File: src/rtl/core/assert_macros.svh
// Assertion macros used by the sampler top level
`ifndef ASSERT_MACROS_SVH
`define ASSERT_MACROS_SVH

// Clocked property, disabled during reset
`define GTS_ASSERT(label, prop, msg) \
	label: assert property (@(posedge clk) disable iff (!arst_n) (prop)) else $error(msg);

// Condition that must never be true outside reset
`define GTS_NEVER(label, cond, msg) \
	label: assert property (@(posedge clk) disable iff (!arst_n) !(cond)) else $error(msg);

`endif

File: src/rtl/core/gts_pkg.sv
// Shared types and constants of the grid trilinear sampler
package gts_pkg;

	localparam int STORE_AW = 15;
	localparam int STORE_DEPTH = 1 << STORE_AW;
	localparam int VAL_W = 16;
	localparam int COORD_W = 16;
	localparam int SPC_W = 13;
	localparam int SQ_W = 2 * SPC_W;
	localparam int CUBE_W = 3 * SPC_W;
	localparam int ACC_W = CUBE_W + VAL_W;
	localparam int CFG_IW = 3;
	localparam int READ_COPIES = 4;

	typedef enum logic [CFG_IW-1:0] {
		REG_GRID_SPACING = 3'd0,
		REG_BOX_MIN_X    = 3'd1,
		REG_BOX_MAX_X    = 3'd2,
		REG_BOX_MIN_Y    = 3'd3,
		REG_BOX_MAX_Y    = 3'd4,
		REG_BOX_MIN_Z    = 3'd5,
		REG_BOX_MAX_Z    = 3'd6
	} cfg_reg_t;

	localparam logic MODE_WRITE = 1'b0;
	localparam logic MODE_QUERY = 1'b1;

	// Item tag carried through the position divider
	typedef struct packed {
		logic                  mode;
		logic                  inbox;
		logic [STORE_AW-1:0]   idx;
		logic [2*VAL_W-1:0]    data;
	} gts_tag_t;

endpackage

File: src/rtl/core/gts_div.sv
// Pipelined restoring divider, one quotient bit per stage, several lanes, common divisor
module gts_div import gts_pkg::*; #(
	parameter int LANES = 3,
	parameter int DW = 13,
	parameter int QW = 16,
	parameter int TW = 8
) (
	input  logic             clk,
	input  logic             arst_n,
	input  logic             en,
	input  logic             v_i,
	input  logic [TW-1:0]    tag_i,
	input  logic [DW-1:0]    den,
	input  logic [DW-1:0]    rem_i [LANES],
	input  logic [QW-1:0]    bits_i [LANES],
	output logic             v_o,
	output logic [TW-1:0]    tag_o,
	output logic [QW-1:0]    q_o [LANES],
	output logic [DW-1:0]    rem_o [LANES]
);

	logic             v_s [QW];
	logic [TW-1:0]    tag_s [QW];
	logic [DW-1:0]    rem_s [QW][LANES];
	logic [QW-1:0]    bits_s [QW][LANES];

	for (genvar k = 0; k < QW; k++) begin : g_stage
		logic             v_src;
		logic [TW-1:0]    tag_src;
		logic [DW-1:0]    rem_src [LANES];
		logic [QW-1:0]    bits_src [LANES];

		if (k == 0) begin : g_first
			assign v_src = v_i;
			assign tag_src = tag_i;
			assign rem_src = rem_i;
			assign bits_src = bits_i;
		end else begin : g_next
			assign v_src = v_s[k-1];
			assign tag_src = tag_s[k-1];
			assign rem_src = rem_s[k-1];
			assign bits_src = bits_s[k-1];
		end

		always_ff @(posedge clk or negedge arst_n) begin
			if (!arst_n) begin
				v_s[k] <= 1'b0;
			end else if (en) begin
				v_s[k] <= v_src;
			end
		end

		for (genvar l = 0; l < LANES; l++) begin : g_lane
			logic [DW:0] trial;
			logic        ge;
			assign trial = {rem_src[l], bits_src[l][QW-1]};
			assign ge = trial >= {1'b0, den};
			always_ff @(posedge clk) begin
				if (en) begin
					rem_s[k][l] <= ge ? DW'(trial - {1'b0, den}) : trial[DW-1:0];
					bits_s[k][l] <= {bits_src[l][QW-2:0], ge};
				end
			end
		end

		always_ff @(posedge clk) begin
			if (en) begin
				tag_s[k] <= tag_src;
			end
		end
	end

	assign v_o = v_s[QW-1];
	assign tag_o = tag_s[QW-1];
	assign q_o = bits_s[QW-1];
	assign rem_o = rem_s[QW-1];

endmodule

File: config.mk
export PLATFORM = sky130hd
export DESIGN_NAME = gts_div
export DESIGN_NICKNAME = d
export VERILOG_FILES = /design/src/rtl/core/assert_macros.svh /design/src/rtl/core/gts_pkg.sv /design/src/rtl/core/gts_div.sv
export SDC_FILE = /design/constraint.sdc
export NUM_CORES = 2
export LEC_CHECK = 0
export ABC_AREA = 1
export BUFFER_PORTS_ARGS = -buffer_cell sky130_fd_sc_hd__buf_2
export CAP_MARGIN = 0
export CELL_PAD_IN_SITES_DETAIL_PLACEMENT = 0
export CELL_PAD_IN_SITES_GLOBAL_PLACEMENT = 2
export CORE_ASPECT_RATIO = 0.6
export CORE_MARGIN = 3
export CORE_UTILIZATION = 37
export DETAILED_ROUTE_END_ITERATION = 6
export PLACE_DENSITY = 0.77
export REMOVE_ABC_BUFFERS = 1
export SKIP_LAST_GASP = 1
export SLEW_MARGIN = 20
export SYNTH_ARGS = -nofsm -noshare
export SYNTH_HDL_FRONTEND = slang
export SYNTH_SLANG_ARGS = --single-unit
File: constraint.sdc
create_clock -name clk -period 1.7 [get_ports clk]
set_input_delay 0.085 -clock clk [delete_from_list [all_inputs] [get_ports clk]]
set_output_delay 0.085 -clock clk [all_outputs]
set_load 0.05 [all_outputs]
# Word-level counts from Yosys, hierarchy flattened

Memories as Yosys holds them, arrays and structs flattened.
Cells that the tools add are included.

$lt $le $gt $ge: 48
Muxes and demuxes: 50
Add/sub/neg operators: 48

Operators by type and width:

| cell                                                           | count |
|---|---|
| 14-bit by 13-bit greater-or-equal comparator with 1-bit output | 48 |
| 13-bit two-way mux                                             | 48 |
| 13-bit subtractor                                              | 48 |
| 1-bit two-way mux                                              | 2 |

Input bits: 112
Register bits: 16
Memory bits (writable): 1520
Output and inout port bits: 96
Word-level logic and storage cells: 165
Memories: 3

Memory list:

| memory | words | bits a word | read ports | clocked after memory_dff | wr ports | line          | text |
|---|---|---|---|---|---|---|---|
| bits_s | 16    | 48          | 16         | 0                        | 16       | gts_div.sv:25 | `logic [QW-1:0] bits_s [QW][LANES];` |
| rem_s  | 16    | 39          | 16         | 0                        | 16       | gts_div.sv:24 | `logic [DW-1:0] rem_s [QW][LANES];` |
| tag_s  | 16    | 8           | 16         | 0                        | 16       | gts_div.sv:23 | `logic [TW-1:0] tag_s [QW];` |

# Depth between registers and ports, before layout

An unclocked memory read counts as a cell.

Word-level depth: 3
Depth in mapped cells: 12
Depth with buffers taken out: 11

# Worst setup path before layout

Ideal clock, no wire load.

Path kind: input port to flip-flop
Start: in den[10]
End: mem rem_s[0][163] (netlist name), data pin
Data arrival time: 2.267 ns
Slack: -0.819 ns
Cell stages on the path: 11
Path buffers: 1
Data required time: 1.447 ns
Setup time: 0.253 ns
Path through: inv_1 > ha_1 > nand2_1 > inv_2 > nand2_2 > inv_1 > a21oi_4 > nand3_2 > buf_8 > nand2_2 > o21ai_2

RTL lines:

| element         | line          | text |
|---|---|---|
| start, declared | gts_div.sv:13 | `input logic [DW-1:0] den,` |
| end, declared   | gts_div.sv:24 |  |

==> impl_metrics.py <==
metrics = {
    "outcome": {
        "outcome": "finished with violations",
        "violations": "design-rule violations, negative setup slack",
    },
    "pwr": {
        "vdd_drop_max_mv": 1.05,
        "power.leakage_nw": 71.5,
        "total_power_mw": 262,
        "power-per-cell-area_mw_per_mm2": 1760,
    },
    "floorplan": {
        "die_w_microns": 671,
        "coreArea_sq_mm": 0.262,
        "io_pins": 208,
        "die_h_microns": 405,
        "start_util_pct": 37.4,
        "die-area_sq_mm": 0.272,
        "rows": 145,
    },
    "place": {
        "placed_cells": 17300,
        "place_congestion": 0.906,
        "dpl.hpwl_mm": 230,
        "numPortBuffers": 207,
    },
    "layout": {
        "area_growth_syn_to_layout_pct": 52.0,
        "layout.nets": 15600,
        "layout_commonest_cell": "nand2_1",
        "fill_cells": 22900,
        "finalNonFillerCells": 18400,
        "drive_above_1_share_pct": 44.0,
        "final_cell_mix": "2810 x nand2_1, 2799 x buf_4, 1819 x inv_1",
    },
    "run": {
        "maxCapViolCount": 0,
    },
    "grt": {
        "antenna_found_initial": 8,
        "grt_max_degree": 74,
        "grt_pass1_vias": 82400,
        "grt_first_pass_wirelength_mm": 477,
        "grt_overflow_total": 0,
        "grtUsageTotal_pct": 22.3,
    },
    "logic_synthesis": {
        "synth_cell_types": 38,
        "synth_warnings": 0,
        "avgSynthCellArea_sq_um": 8.79,
        "synthArstFlopShare_pct": 1.04,
        "synth_flop_cell": "edfxtp_1",
        "netlist_instances": 11200,
        "ys_seq_area_share_pct": 46.9,
        "ys_ff_latch": 1536,
        "synth-edff-count": 1520,
        "synth.cell_area_sq_mm": 0.0981,
    },
    "route": {
        "drt.antenna.violating_nets": 0,
        "wl_per_cell_microns": 17.3,
        "via_per_inst": 4.69,
        "m1WireLength_mm": 168,
        "drc": 3,
        "dr.pass1.iters": 7,
        "vias": 86400,
        "wl_met2_mm": 128,
        "dr.max_layer_used": "met4",
        "routed-wl-met3_mm": 15.9,
        "routed_wl_mm": 319,
        "drt-initial-drc-count": 6479,
    },
    "hold_path": {
        "min_path_type": "input pin to flip-flop",
    },
    "worst_setup_path": {
        "end_kind": "flip-flop",
        "critPathMaxStageDelay_ns": 0.49,
        "crit_fanout": 8,
        "cp_slowest_cell": "edfxtp_1",
        "cp.arrival_ns": 2.65,
        "crit_chain": "inv_2 > ha_4 > fa_2 > inv_2 > nand2_2 > nand3_4 > nand2_4 > nand3_4 > buf_12 > o21ai_2",
        "cp.required_ns": 2.27,
        "crit_type": "flip-flop to flip-flop",
        "worst-path-buf-inv": 3,
        "path_delay_family": "adder cells",
        "startpoint_type": "flip-flop",
    },
    "clock_tree": {
        "root_buffer": "clkbuf_16",
        "htreeDepth": 4,
        "cts.path.max_buffers": 4,
        "tritoncts": "yes",
        "cts_buffers": 168,
        "cts.sinks": 1536,
        "clk_latency_ns": 0.85,
        "clk_pin_slew_worst_paths_ns": 0.06,
    },
    "sta": {
        "finalCriticalPeriod_ns": 2.08,
        "tightest_slew_ns": 0.759,
        "setup_violations": 630,
        "max_freq_ghz": 0.480,
        "fin_crit_sh_pct": 123,
        "slew_violations": 0,
        "relSlewSlack_pct": 49.3,
        "final-hold-violation-count": 0,
        "fin_ws_ns": -0.384,
        "rsz0062_at_grt": "yes",
        "fin_skew_ns": 0.0562,
    },
}
cells by family after synthesis:
logic type	share of synthesized area, %
AO/OA/AOI/OAI	3.80
AND/OR/NAND/NOR	27.8
adder cells (fa/ha/maj)	8.94
buffers and inverters	9.75
flip-flops	46.9
multiplexers	0.0230
XOR/XNOR	2.77
flip-flops by register name, summed over array words and instances (netlist names):
name	count
bits_s	768
rem_s	624
tag_s	128
g_stage.v_src	15
v_o	1
synth_stat cells, types with 91 or more instances:
cell type / n / share of area, %
a21oi_1: 177 / 0.90
edfxtp_1: 1520 / 47
ha_1: 624 / 8.0
inv_1: 2046 / 7.8
inv_2: 134 / 0.51
nand2_1: 3659 / 14
nand2_2: 187 / 1.2
nand3_1: 576 / 2.9
nand3_2: 207 / 2.1
nand4_1: 528 / 3.4
nor2_1: 351 / 1.3
nor2_2: 91 / 0.58
o21ai_1: 190 / 0.97
o21ai_2: 124 / 1.1
xor2_1: 262 / 2.3
layer usage:
metal / up-vias / GRT usage [%]
met3: 379 / 2.58
met2: 1703 / 31.4
li1: 43600 / -
met5: - / 0
met4: 0 / 3.81
met1: 40700 / 36.4
report_power, final:
| group | internal [mW] | switching [mW] |
|---|---|---|
| clock network | 21.3 | 16.2 |
| registers | 55.5 | 8.12 |
| logic | 77.4 | 83.2 |
final cells by class:
type                       count  area, sq um  area share, %
clock inverter               105         1160          0.777
antenna                        1         2.50        0.00168
clock buffer                 190         4310           2.89
inverter                    2183         8290           5.56
tap                         3528         4410           2.96
timing repair buffer        3555        30200           20.2
multi-input combinational   7330        54700           36.7
sequential                  1536        46000           30.9
per-stage QoR:
| step | hold WS (ns) | utilization [%] | setup slack, ns | TNS [ns] | cell area, sq um |
|---|---|---|---|---|---|
| global placement | 0.00689 | 47.0 | -0.675 | -313.94 | 123000 |
| finish | 0.0944 | 56.9 | -0.384 | -141.63 | 149000 |
| global route | 0.0966 | 56.9 | -0.439 | -185.45 | 149000 |
| floorplan | -0.211 | - | -1.09 | -597.24 | 96700 |
| detailed placement | 0.0281 | 47.0 | -0.675 | -328.90 | 123000 |
| CTS | 0.0481 | 52.8 | -0.406 | -157.48 | 138000 |
worst reg2reg max path, delay by kind of cell (launching register included):
family / cells / cell delay (ns)
buffers and inverters: 3 / 0.36
and+or+nand+nor: 4 / 0.36
AOI/OAI and AO/OA: 1 / 0.06
DFF: 1 / 0.49
adders and majority gates: 2 / 0.54
final timing paths:
| path | from | end | slack (ns) | depth (start not counted) |
|---|---|---|---|---|
| min in group asynchronous | arst_n | g_stage[10].v_src | 0.41 | 3 |
| max reg2reg | bits_s[13][47] | rem_s[1][261] | -0.38 | 10 |
| min | den[0] | rem_s[1][91] | 0.09 | 6 |
| max in group asynchronous | arst_n | g_stage[4].v_src | 0.81 | 3 |
| min reg2reg | bits_s[2][7] | bits_s[3][8] | 0.39 | 0 |
| max | bits_s[13][47] | rem_s[1][261] | -0.38 | 10 |
timing repair:
item | in CTS | in global routing
hold endpoints to repair | 589 | 0
cloned | 52 | 30
setup buffers | 285 | 323
hold buffers | 155 | 0
pin swaps | 320 | 697
gates resized for setup | 931 | 1799
endpoints found under the setup margin | 642 | 641
Note: power is estimated with default switching activity, not from simulation.
